==> src/hdl/jse_pkg.sv <==
// Shared types, character constants and helpers for the JSON string escaper.
`default_nettype none
package jse_pkg;

   // How the back end expands one string byte.
   typedef enum logic [1:0] {
      KIND_NONE,
      KIND_PLAIN,
      KIND_SHORT,
      KIND_UHEX
   } kind_type;

   // One classified request, passed from the front end to the back end.
   typedef struct packed {
      logic [7:0] data;
      kind_type   kind;
      logic       open_q;
      logic       close_q;
      logic       valid;
   } entry_type;

   localparam int QUEUE_DEPTH = 4;

   localparam logic [7:0] CHAR_QUOTE  = 8'h22;
   localparam logic [7:0] CHAR_BSLASH = 8'h5c;
   localparam logic [7:0] CHAR_U      = 8'h75;
   localparam logic [7:0] CHAR_ZERO   = 8'h30;
   localparam logic [7:0] CHAR_LOW_A  = 8'h61;

   function automatic logic [7:0] hex_char(input logic [3:0] nib);
      logic [7:0] c;
      if (nib < 4'd10) begin
         c = CHAR_ZERO + {4'd0, nib};
      end else begin
         c = CHAR_LOW_A + {4'd0, nib} - 8'd10;
      end
      return c;
   endfunction

endpackage
`default_nettype wire

==> src/hdl/jse_front.sv <==
// Front end: accepts requests, runs the UTF-8 checker and classifies each byte.
`default_nettype none
module jse_front (
   input  wire logic              clock,
   input  wire logic              reset,
   input  wire logic              req_valid,
   output logic                   req_ready,
   input  wire logic [7:0]        req_data_byte,
   input  wire logic              req_first_byte,
   input  wire logic              req_last_byte,
   input  wire logic              req_empty_string,
   input  wire logic              q_full,
   output logic                   q_push,
   output jse_pkg::entry_type     q_entry
);

   localparam logic [2:0] RULE_GEN = 3'd0;
   localparam logic [2:0] RULE_A0  = 3'd1;
   localparam logic [2:0] RULE_9F  = 3'd2;
   localparam logic [2:0] RULE_90  = 3'd3;
   localparam logic [2:0] RULE_8F  = 3'd4;

   logic [1:0] pend_ff, pend_in;
   logic [2:0] rule_ff, rule_in;
   logic       err_ff, err_in;

   logic [1:0] pend_s, pend_c;
   logic [2:0] rule_s, rule_c;
   logic       err_s, err_c;
   logic [7:0] b;

   function automatic logic cont_ok(input logic [7:0] v, input logic [2:0] rule);
      logic ok;
      unique case (rule)
         RULE_A0: ok = (v >= 8'ha0) && (v <= 8'hbf);
         RULE_9F: ok = (v >= 8'h80) && (v <= 8'h9f);
         RULE_90: ok = (v >= 8'h90) && (v <= 8'hbf);
         RULE_8F: ok = (v >= 8'h80) && (v <= 8'h8f);
         default: ok = (v >= 8'h80) && (v <= 8'hbf);
      endcase
      return ok;
   endfunction

   assign b         = req_data_byte;
   assign req_ready = !q_full;
   assign q_push    = req_valid && !q_full;

   always_comb begin
      // A first marker restarts the checker.
      pend_s = req_first_byte ? 2'd0 : pend_ff;
      rule_s = req_first_byte ? RULE_GEN : rule_ff;
      err_s  = req_first_byte ? 1'b0 : err_ff;

      pend_c = pend_s;
      rule_c = rule_s;
      err_c  = err_s;
      if (pend_s != 2'd0) begin
         if (cont_ok(b, rule_s)) begin
            pend_c = pend_s - 2'd1;
         end else begin
            err_c  = 1'b1;
            pend_c = 2'd0;
         end
         rule_c = RULE_GEN;
      end else if (b <= 8'h7f) begin
         pend_c = 2'd0;
      end else if (b >= 8'hc2 && b <= 8'hdf) begin
         pend_c = 2'd1;
         rule_c = RULE_GEN;
      end else if (b >= 8'he0 && b <= 8'hef) begin
         pend_c = 2'd2;
         rule_c = (b == 8'he0) ? RULE_A0 : (b == 8'hed) ? RULE_9F : RULE_GEN;
      end else if (b >= 8'hf0 && b <= 8'hf4) begin
         pend_c = 2'd3;
         rule_c = (b == 8'hf0) ? RULE_90 : (b == 8'hf4) ? RULE_8F : RULE_GEN;
      end else begin
         err_c = 1'b1;
      end

      q_entry.data    = b;
      q_entry.kind    = jse_pkg::KIND_PLAIN;
      q_entry.open_q  = req_first_byte;
      q_entry.close_q = req_last_byte;
      q_entry.valid   = !(err_c || (pend_c != 2'd0));

      unique case (b)
         8'h22: q_entry.kind = jse_pkg::KIND_SHORT;
         8'h5c: q_entry.kind = jse_pkg::KIND_SHORT;
         8'h08: begin q_entry.kind = jse_pkg::KIND_SHORT; q_entry.data = 8'h62; end
         8'h0c: begin q_entry.kind = jse_pkg::KIND_SHORT; q_entry.data = 8'h66; end
         8'h0a: begin q_entry.kind = jse_pkg::KIND_SHORT; q_entry.data = 8'h6e; end
         8'h0d: begin q_entry.kind = jse_pkg::KIND_SHORT; q_entry.data = 8'h72; end
         8'h09: begin q_entry.kind = jse_pkg::KIND_SHORT; q_entry.data = 8'h74; end
         default: begin
            if (b < 8'h20) q_entry.kind = jse_pkg::KIND_UHEX;
         end
      endcase

      pend_in = pend_c;
      rule_in = rule_c;
      err_in  = err_c;

      if (req_empty_string) begin
         q_entry.kind    = jse_pkg::KIND_NONE;
         q_entry.open_q  = 1'b1;
         q_entry.close_q = 1'b1;
         q_entry.valid   = 1'b1;
      end
      // Drop checker state once a string closes.
      if (req_empty_string || req_last_byte) begin
         pend_in = 2'd0;
         rule_in = RULE_GEN;
         err_in  = 1'b0;
      end
   end

   always_ff @(posedge clock) begin
      if (reset) begin
         pend_ff <= 2'd0;
         rule_ff <= RULE_GEN;
         err_ff  <= 1'b0;
      end else if (q_push) begin
         pend_ff <= pend_in;
         rule_ff <= rule_in;
         err_ff  <= err_in;
      end
   end

endmodule
`default_nettype wire

==> src/hdl/jse_queue.sv <==
// Small FIFO of classified requests between the front and back ends.
`default_nettype none
module jse_queue #(
   parameter int DEPTH = jse_pkg::QUEUE_DEPTH
) (
   input  wire logic               clock,
   input  wire logic               reset,
   input  wire logic               push,
   input  wire jse_pkg::entry_type push_entry,
   input  wire logic               pop,
   output jse_pkg::entry_type      head,
   output logic                    not_empty,
   output logic                    full
);

   localparam int PW = (DEPTH > 1) ? $clog2(DEPTH) : 1;
   localparam int CW = $clog2(DEPTH + 1);
   localparam logic [PW-1:0] LAST_PTR = PW'(DEPTH - 1);

   jse_pkg::entry_type mem [DEPTH];
   logic [PW-1:0] wr_ptr_ff, wr_ptr_in;
   logic [PW-1:0] rd_ptr_ff, rd_ptr_in;
   logic [CW-1:0] count_ff, count_in;

   assign head      = mem[rd_ptr_ff];
   assign not_empty = (count_ff != '0);
   assign full      = (count_ff == CW'(DEPTH));

   always_comb begin
      wr_ptr_in = wr_ptr_ff;
      rd_ptr_in = rd_ptr_ff;
      count_in  = count_ff;
      if (push) wr_ptr_in = (wr_ptr_ff == LAST_PTR) ? '0 : wr_ptr_ff + PW'(1);
      if (pop)  rd_ptr_in = (rd_ptr_ff == LAST_PTR) ? '0 : rd_ptr_ff + PW'(1);
      if (push && !pop)      count_in = count_ff + CW'(1);
      else if (pop && !push) count_in = count_ff - CW'(1);
   end

   always_ff @(posedge clock) begin
      if (push) mem[wr_ptr_ff] <= push_entry;
   end

   always_ff @(posedge clock) begin
      if (reset) begin
         wr_ptr_ff <= '0;
         rd_ptr_ff <= '0;
         count_ff  <= '0;
      end else begin
         wr_ptr_ff <= wr_ptr_in;
         rd_ptr_ff <= rd_ptr_in;
         count_ff  <= count_in;
      end
   end

endmodule
`default_nettype wire

==> src/hdl/jse_back.sv <==
// Back end: expands classified requests into chars, one per cycle unless stalled.
`default_nettype none
module jse_back (
   input  wire logic               clock,
   input  wire logic               reset,
   input  wire jse_pkg::entry_type head,
   input  wire logic               q_not_empty,
   output logic                    q_pop,
   output logic                    rsp_valid,
   input  wire logic               rsp_ready,
   output logic [7:0]              rsp_out_char,
   output logic                    rsp_run_end,
   output logic                    rsp_string_end,
   output logic                    rsp_string_valid
);

   jse_pkg::entry_type cur_ff, cur_in;
   logic       cur_valid_ff, cur_valid_in;
   logic [3:0] idx_ff, idx_in;

   logic       rsp_valid_ff, rsp_valid_in;
   logic [7:0] char_ff, char_in;
   logic       run_end_ff, run_end_in;
   logic       str_end_ff, str_end_in;
   logic       str_ok_ff, str_ok_in;

   logic [2:0] body_len;
   logic [3:0] total, pos;
   logic [7:0] body_char;
   logic       fire, last;

   always_comb begin
      unique case (cur_ff.kind)
         jse_pkg::KIND_NONE:  body_len = 3'd0;
         jse_pkg::KIND_PLAIN: body_len = 3'd1;
         jse_pkg::KIND_SHORT: body_len = 3'd2;
         jse_pkg::KIND_UHEX:  body_len = 3'd6;
      endcase
      total = {3'd0, cur_ff.open_q} + {1'b0, body_len} + {3'd0, cur_ff.close_q};
      pos   = idx_ff - {3'd0, cur_ff.open_q};

      unique case (cur_ff.kind)
         jse_pkg::KIND_SHORT: body_char = (pos == 4'd0) ? jse_pkg::CHAR_BSLASH : cur_ff.data;
         jse_pkg::KIND_UHEX: begin
            unique case (pos[2:0])
               3'd0:    body_char = jse_pkg::CHAR_BSLASH;
               3'd1:    body_char = jse_pkg::CHAR_U;
               3'd2:    body_char = jse_pkg::CHAR_ZERO;
               3'd3:    body_char = jse_pkg::CHAR_ZERO;
               3'd4:    body_char = jse_pkg::hex_char(cur_ff.data[7:4]);
               default: body_char = jse_pkg::hex_char(cur_ff.data[3:0]);
            endcase
         end
         jse_pkg::KIND_PLAIN: body_char = cur_ff.data;
         jse_pkg::KIND_NONE:  body_char = cur_ff.data;
      endcase

      fire  = cur_valid_ff && (!rsp_valid_ff || rsp_ready);
      last  = (idx_ff == total - 4'd1);
      q_pop = q_not_empty && (!cur_valid_ff || (fire && last));

      char_in    = char_ff;
      run_end_in = run_end_ff;
      str_end_in = str_end_ff;
      str_ok_in  = str_ok_ff;
      rsp_valid_in = rsp_valid_ff;
      if (fire) begin
         rsp_valid_in = 1'b1;
         run_end_in   = last;
         str_end_in   = 1'b0;
         str_ok_in    = 1'b0;
         if (cur_ff.open_q && idx_ff == 4'd0) begin
            char_in = jse_pkg::CHAR_QUOTE;
         end else if (pos < {1'b0, body_len}) begin
            char_in = body_char;
         end else begin
            char_in    = jse_pkg::CHAR_QUOTE;
            str_end_in = 1'b1;
            str_ok_in  = cur_ff.valid;
         end
      end else if (rsp_ready) begin
         rsp_valid_in = 1'b0;
      end

      cur_in       = cur_ff;
      cur_valid_in = cur_valid_ff;
      idx_in       = idx_ff;
      if (q_pop) begin
         cur_in       = head;
         cur_valid_in = 1'b1;
         idx_in       = 4'd0;
      end else if (fire && last) begin
         cur_valid_in = 1'b0;
         idx_in       = 4'd0;
      end else if (fire) begin
         idx_in = idx_ff + 4'd1;
      end
   end

   always_ff @(posedge clock) begin
      cur_ff     <= cur_in;
      char_ff    <= char_in;
      run_end_ff <= run_end_in;
      str_end_ff <= str_end_in;
      str_ok_ff  <= str_ok_in;
   end

   always_ff @(posedge clock) begin
      if (reset) begin
         cur_valid_ff <= 1'b0;
         idx_ff       <= 4'd0;
         rsp_valid_ff <= 1'b0;
      end else begin
         cur_valid_ff <= cur_valid_in;
         idx_ff       <= idx_in;
         rsp_valid_ff <= rsp_valid_in;
      end
   end

   assign rsp_valid        = rsp_valid_ff;
   assign rsp_out_char     = char_ff;
   assign rsp_run_end      = run_end_ff;
   assign rsp_string_end   = str_end_ff;
   assign rsp_string_valid = str_ok_ff;

endmodule
`default_nettype wire

==> src/hdl/json_string_escape_utf8_check_top.sv <==
// Top level of the JSON string escaper with strict UTF-8 checking.
//
// Request channel (req_*): one string byte per request with first/last
// markers, or an empty-string marker. Response channel (rsp_*): one output
// character per response; rsp_run_end marks the last character of a
// request, rsp_string_end the closing quote, which carries rsp_string_valid.
// The front end checks UTF-8 and classifies the byte in the accept cycle and
// writes it into a QUEUE_DEPTH-entry queue; the back end reads it and emits
// one character per cycle through a registered output stage.
// When the pipeline is empty, the first character of a request passes the
// queue, the back end's current-request register and the output register.
// Throughput: one character per cycle unless the receiver stalls, set by the
// back end's single output register. A plain byte expands to 1 character, a
// short escape to 2, a \u00XX escape to 6, plus one per opening or closing
// quote; an empty string gives 2. While the receiver stalls, the output
// holds and the queue fills; req_ready drops once the queue is full.
// Reset clears the checker state, the queue and the output valid.
`default_nettype none
module json_string_escape_utf8_check_top #(
   parameter int QUEUE_DEPTH = jse_pkg::QUEUE_DEPTH
) (
   input  wire logic       clock,
   input  wire logic       reset,
   input  wire logic       req_valid,
   output logic            req_ready,
   input  wire logic [7:0] req_data_byte,
   input  wire logic       req_first_byte,
   input  wire logic       req_last_byte,
   input  wire logic       req_empty_string,
   output logic            rsp_valid,
   input  wire logic       rsp_ready,
   output logic [7:0]      rsp_out_char,
   output logic            rsp_run_end,
   output logic            rsp_string_end,
   output logic            rsp_string_valid
);

   jse_pkg::entry_type push_entry, head;
   logic q_push, q_pop, q_full, q_not_empty;

   jse_front u_front (
      .clock            (clock),
      .reset            (reset),
      .req_valid        (req_valid),
      .req_ready        (req_ready),
      .req_data_byte    (req_data_byte),
      .req_first_byte   (req_first_byte),
      .req_last_byte    (req_last_byte),
      .req_empty_string (req_empty_string),
      .q_full           (q_full),
      .q_push           (q_push),
      .q_entry          (push_entry)
   );

   jse_queue #(
      .DEPTH (QUEUE_DEPTH)
   ) u_queue (
      .clock      (clock),
      .reset      (reset),
      .push       (q_push),
      .push_entry (push_entry),
      .pop        (q_pop),
      .head       (head),
      .not_empty  (q_not_empty),
      .full       (q_full)
   );

   jse_back u_back (
      .clock            (clock),
      .reset            (reset),
      .head             (head),
      .q_not_empty      (q_not_empty),
      .q_pop            (q_pop),
      .rsp_valid        (rsp_valid),
      .rsp_ready        (rsp_ready),
      .rsp_out_char     (rsp_out_char),
      .rsp_run_end      (rsp_run_end),
      .rsp_string_end   (rsp_string_end),
      .rsp_string_valid (rsp_string_valid)
   );

endmodule
`default_nettype wire

==> config.mk <==
export PLATFORM = sky130hd
export DESIGN_NAME = json_string_escape_utf8_check_top
export DESIGN_NICKNAME = d
export VERILOG_FILES = /design/src/hdl/jse_pkg.sv /design/src/hdl/jse_front.sv /design/src/hdl/jse_queue.sv /design/src/hdl/jse_back.sv /design/src/hdl/json_string_escape_utf8_check_top.sv
export SDC_FILE = /design/constraint.sdc
export NUM_CORES = 1
export LEC_CHECK = 0
export BUFFER_PORTS_ARGS = -buffer_cell sky130_fd_sc_hd__buf_2
export CAP_MARGIN = 20
export CORE_MARGIN = 3
export CORE_UTILIZATION = 26
export CTS_CLUSTER_DIAMETER = 30
export CTS_CLUSTER_SIZE = 14
export DETAILED_ROUTE_END_ITERATION = 8
export PLACE_DENSITY = 0.49
export REMOVE_ABC_BUFFERS = 1
export SKIP_CTS_REPAIR_TIMING = 1
export SYNTH_ARGS = -nofsm -noshare
export SYNTH_HDL_FRONTEND = slang
export SYNTH_HIERARCHICAL = 1
export SYNTH_SLANG_ARGS = --single-unit
==> constraint.sdc <==
create_clock -name clock -period 11.8 [get_ports clock]
set_input_delay 2.95 -clock clock [delete_from_list [all_inputs] [get_ports clock]]
set_output_delay 2.95 -clock clock [all_outputs]
set_load 0.01 [all_outputs]
# --- Word level (Yosys, flattened, before mapping) ---
# Memory sizes are Yosys's and may differ from the RTL's. A register that Yosys moved wholly into a read port is not among the register bits.
# Index checks and enable logic that the tools add are counted.
totals:
  ff_bits: 30
  ramBits: 52
  in_bits: 15
  out_inout_bits: 13
  wordCells: 165
  n_memories: 1
op_classes:
  addsub: 16
  magnitude_cmp: 17
  eq_ne: 26
  mux: 50
  bitwise_logic: 1
  reduce_logical: 41
memory_table:
  columns: ["memory", "depth", "word_bits", "rd", "rd_clocked_by_memory_dff", "wr", "line", "source"]
  rows:
  - ["u_queue.mem", 4, 13, 1, 1, 1, "jse_queue.sv:20", "jse_pkg::entry_type mem [DEPTH];"]
op_table:
  columns: ["operator", "count"]
  rows:
  - ["$ge 8x8->1 const B", 6]
  - ["$le 8x8->1 const B", 6]
  - ["$eq 8x4->1 const B", 5]
  - ["$pmux 8 s5", 1]
  - ["$mux 3", 12]
  - ["$eq 8x8->1 const B", 4]
  - ["$pmux 8 s4", 1]
  - ["$mux 2", 13]
  - ["$mux 8", 3]
  - ["$pmux 8 s3", 1]
  - ["$add 7x4->8 const A", 2]
  - ["$mux 1", 16]
  - ["$sub 8x4->8 const B", 2]
  - ["$logic_and 1x1->1", 15]
  - ["$add 6x4->7 const A", 2]
  - ["$eq 3x2->1 const B", 4]
  - ["$pmux 3 s4", 1]
  - ["$reduce_bool 2->1", 5]
  - ["$eq 3x3->1 const B", 3]
  - ["$eq 2x2->1 const B", 4]
  - ["$eq 8x6->1 const B", 1]
  - ["$eq 8x7->1 const B", 1]
  - ["$le 8x7->1 const B", 1]
  - ["$logic_not 4->1", 2]
  - ["26 further kinds", 40]

# --- Logic depth before layout (Yosys ltp) ---
logic_depth:
  depth_word: 12
  ltp_mapped: 18
  mapped_depth_nobuf: 18

# --- Cells and area by module ---
# The synthesis kept the hierarchy.
modules_own_cells:
  columns: ["module", "instances", "cells_each", "area_each_um2", "seq_area_each_um2"]
  rows:
  - ["jse_queue", 1, 111, 2323.5, 1741.7]
  - ["jse_back", 1, 165, 1712.9, 840.8]
  - ["jse_front", 1, 119, 848.3, 120.1]

# --- Worst setup path before layout ---
# OpenSTA, ideal clock, no wires.
synth_path:
  path_type: "input port to flip-flop"
  from: "input port rsp_ready"
  to: "register u_queue.count_ff[2]"
  setup_time_ps: 70
  arrival_ps: 4994
  required_ps: 11730
  setup_slack_ps: 6737
  cell_stages: 11
  n_path_buf: 0
  path_cell_list: "nand2b_1 -> nand2_1 -> o31ai_1 -> and2_1 -> inv_1 -> ha_1 -> inv_1 -> fa_1 -> xor2_1 -> or3_1 -> a21oi_1"
synth_between:
  elab_chain_len: 8
  word_cells_on_any_way: 10
  cone_classes: "1 x mux; 9 x reduce/logical"
synth_rtl:
  columns: ["item", "line", "source"]
  rows:
  - ["from (decl)", "json_string_escape_utf8_check_top.sv:31", "input wire logic rsp_ready,"]
  - ["$logic_or 1x1->1 (*)", "jse_back.sv:58", "fire = cur_valid_ff && (!rsp_valid_ff || rsp_ready);"]
  - ["$logic_and 1x1->1 (*)", "jse_back.sv:58", null]
  - ["$logic_and 1x1->1 (*)", "jse_back.sv:60", "q_pop = q_not_empty && (!cur_valid_ff || (fire && last));"]
  - ["$logic_or 1x1->1 (*)", "jse_back.sv:60", null]
  - ["$logic_and 1x1->1 (*)", "jse_back.sv:60", null]
  - ["net q_pop", "json_string_escape_utf8_check_top.sv:39", "logic q_push, q_pop, q_full, q_not_empty;"]
  - ["$logic_not 1->1", "jse_queue.sv:35", "if (push && !pop) count_in = count_ff + CW'(1);"]
  - ["$logic_and 1x1->1", "jse_queue.sv:35", null]
  - ["$mux 3 or $reduce_bool 2->1 (tied branches)", null, null]
  - ["to (signal assigned)", "jse_queue.sv:51", "count_ff <= count_in;"]
  - ["to (decl)", "jse_queue.sv:23", "logic [CW-1:0] count_ff, count_in;"]
# The timed path passes the listed nets; every way through them passes the cells marked *.
# A chain may end at the register's enable or synchronous reset.

# --- Worst setup path in the final report ---
# Ends and elaborated chain as after synthesis.

==> results.yml <==
logic_synthesis:
  syn_area_um2: 4880
  async_flop_share_pct: 0
  synth_area_per_cell_um2: 12.4
  synth_edf_count: 76
  synth_top_area_share_pct: 46.7
  yosysWarnings: 6
  syn_inst: 395
  synth.distinct_cells: 62
  synth_flop_cell: "edfxtp_1"
  synthTopCellsByArea: "edfxtp_1 (47%), dfxtp_1 (8.6%), ha_1 (4.6%), mux4_2 (4.6%), a21oi_1 (2.9%)"
  synth_seq_cells: 97
  yosysSeqAreaShare_pct: 55.3
  synth_top_area_cell: "edfxtp_1"
timing:
  fmax_mhz: 195
  skew_ns: 0.00627
  period_needed_ns: 5.13
  final-max-slew-violation-count: 0
  slew_headroom_pct: 41.5
  rsz0062_at_grt: "false"
  final-setup-viol-count: 0
  tns_ns: 0
  fin_crit_sh_pct: 43.5
  worst_pin_slew_ns: 0.876
  hold_viol: 0
drt:
  postRouteAntennaNets: 0
  wirelength_um: 9470
  drt_iter0_drc: 141
  post_drt_wl_per_cell_um: 14.5
  route.vias.total: 3103
  viasPerCell: 4.74
  first_pass_iters: 4
  remaining_drc_errors: 0
hold_path:
  hold_path.class: "reg -> reg"
global_routing:
  grt_pass1_vias: 3126
  grt_pass1_wl_um: 15600
  grt_max_degree: 17
  antenna_found_initial: 0
  gr-usage-all-layers_pct: 9.66
  grt-ovfl-total: 0
die:
  die_w_um: 143
  rows: 49
  core_area_um2: 18200
  die_area_um2: 20500
  die_h_um: 143
  initial_core_util_pct: 26.8
  io-pin-count: 28
power:
  powerDensity_nw_per_um2: 224
  clockPowerShare_pct: 22.8
  power.leakage_nw: 1.95
  internal_power_uw: 809
  peakVddDrop_uv: 82.8
  seqPwrFrac_pct: 42.3
  pwr-share-comb_pct: 34.8
  swShare_pct: 34.6
  p_switching_uw: 429
setup_path:
  cp-end-kind: "register"
  cp_max_fo: 16
  worstSetupStartpoint: "rsp_ready"
  worstSetupStartpointType: "input port"
  reg2reg_depth: 18
  worstPathRequired_ns: 12.07
  r2r-start: "u_back/cur_ff[4]"
  reg2reg_slack_ns: 7.52
  arrival_ns: 5.40
  critPathKind: "in -> reg"
  r2r_end: "u_queue/count_ff[2]"
  crit_end: "u_queue/count_ff[2]"
finish:
  fin_util_pct: 30.3
  synthToLayoutAreaGrowth_pct: 12.9
  n_antenna_cell: 0
  layout_common_cells: "edfxtp_1 (76), inv_1 (33), nand2_1 (28), a21oi_1 (28), buf_2 (27)"
  final_common_cell: "edfxtp_1"
  layout.nets: 455
  stdcell_area_um2: 5520
  drive_gt1_share_pct: 15.5
clocking:
  cts_root_buffer: "clkbuf_16"
  clk_latency_ns: 0.34
  clockBufferDepth: 2
  cts_tree: "yes"
  cts.sinks: 97
  cts_buffers: 9
  htreeDepth: 3
  cts.clk_slew.worst_paths_ns: 0.06
place:
  place_area_um2: 5220
  gp_congestion: 0.845
  portBuffers: 27
  hpwl_um: 6760
run_status:
  outcome: "finished, final reports clean"
flow_run:
  cap_violations: 0
==> cells in the mapped netlist, drive strengths merged (2+ instances only) <==
| cell | count |
|---|---|
| a31o | 2 |
| a211o | 2 |
| and4bb | 2 |
| and2 | 9 |
| or3 | 5 |
| mux2i | 6 |
| a211oi | 11 |
| edfxtp | 76 |
| xnor2 | 5 |
| nor2 | 16 |
| nand2b | 7 |
| nand3 | 8 |
| buf | 11 |
| nor3 | 8 |
| o21ai | 17 |
| or2 | 3 |
| clkbuf | 2 |
| nor4 | 7 |
| o22ai | 3 |
| inv | 33 |
| o31a | 3 |
| ha | 18 |
| and3b | 2 |
| nand2 | 28 |
| nor2b | 5 |
| mux4 | 13 |
| a21oi | 28 |
| nor3b | 7 |
| or4 | 2 |
| fa | 2 |
| a31oi | 3 |
| xor2 | 6 |
| and4b | 2 |
| o31ai | 2 |
| and3 | 2 |
| dfxtp | 21 |
| o211ai | 2 |
| o21a | 3 |
==> flip-flops by register name (all words and copies together), names as in the netlist, 2 cells and up, named ones only <==
| signal | flops |
|---|---|
| u_back/idx_ff | 4 |
| u_front/pend_ff | 2 |
| u_back/rsp_out_char | 8 |
| u_queue/rd_ptr_ff | 2 |
| u_front/rule_ff | 3 |
| u_back/cur_ff | 13 |
| u_queue/mem | 52 |
| u_queue/wr_ptr_ff | 2 |
| u_queue/count_ff | 3 |
==> power groups by stage <==
stage | combinational (mW) | clock, mW | sequential [mW]
floorplan | 0.322 | 0 | 0.523
global placement | 0.422 | 0 | 0.532
detailed placement | 0.431 | 0 | 0.534
CTS | 0.434 | 0.295 | 0.527
global route | 0.492 | 0.308 | 0.537
finish | 0.431 | 0.283 | 0.524
==> metal layers <==
layer	GRT usage (%)	vias to the layer above	wire, µm
li1	-	1532	-
met1	11.9	1482	4330
met2	16.3	76	4580
met3	3.01	13	430
met4	2.75	0	124
met5	0	-	0
==> cell families after synthesis <==
family	share of synthesized area, %
AO/OA/AOI/OAI	11.4
multiplexers	7.45
XOR/XNOR	2.13
buffers and inverters	4.25
AND/OR/NAND/NOR	14.0
flip-flops	55.3
adder cells (fa/ha/maj)	5.43
==> worst max-delay path, cell delays in order <==
cell,delay (ns)
buf_2,0.07
nand2b_1,0.11
nand2_1,0.17
o31ai_1,0.33
and2_1,0.61
inv_1,0.15
ha_1,0.25
inv_1,0.07
fa_1,0.17
xor2_1,0.07
or3_1,0.30
a21oi_1,0.14
==> area by class of cell <==
| class | count | area (µm²) |
|---|---|---|
| Sequential cell | 97 | 2700 |
| Clock inverter | 3 | 22.5 |
| Timing Repair Buffer | 27 | 135 |
| Inverter | 33 | 124 |
| Multi-Input combinational cell | 252 | 1970 |
| Tap cell | 229 | 287 |
| Clock buffer | 13 | 272 |
| Fill cell | 1848 | 12700 |
==> how the worst min path moves through the flow <==
stage | cells after the start | endpoint | from
after floorplan | 2 | u_front/pend_ff[0] | u_front/pend_ff[0]
after global placement | 2 | u_front/pend_ff[0] | u_front/pend_ff[0]
after detailed placement | 2 | u_front/pend_ff[0] | u_front/pend_ff[0]
after CTS | 2 | u_front/pend_ff[0] | u_front/pend_ff[0]
after global routing | 2 | u_front/pend_ff[1] | u_front/pend_ff[1]
final | 2 | u_front/pend_ff[0] | u_front/pend_ff[0]
==> metrics by stage <==
step           hold WS (ns)  power, mW  setup WS (ns)  cells
6_report              0.475       1.24           6.67    654
5_1_grt               0.512       1.34           6.44    654
4_1_cts               0.471       1.26           6.65    654
3_5_place_dp          0.462      0.965           6.29    638
3_3_place_gp          0.465      0.954           6.38    638
2_1_floorplan         0.434      0.845           6.74    382
Note: power is estimated with default switching activity, not from simulation.
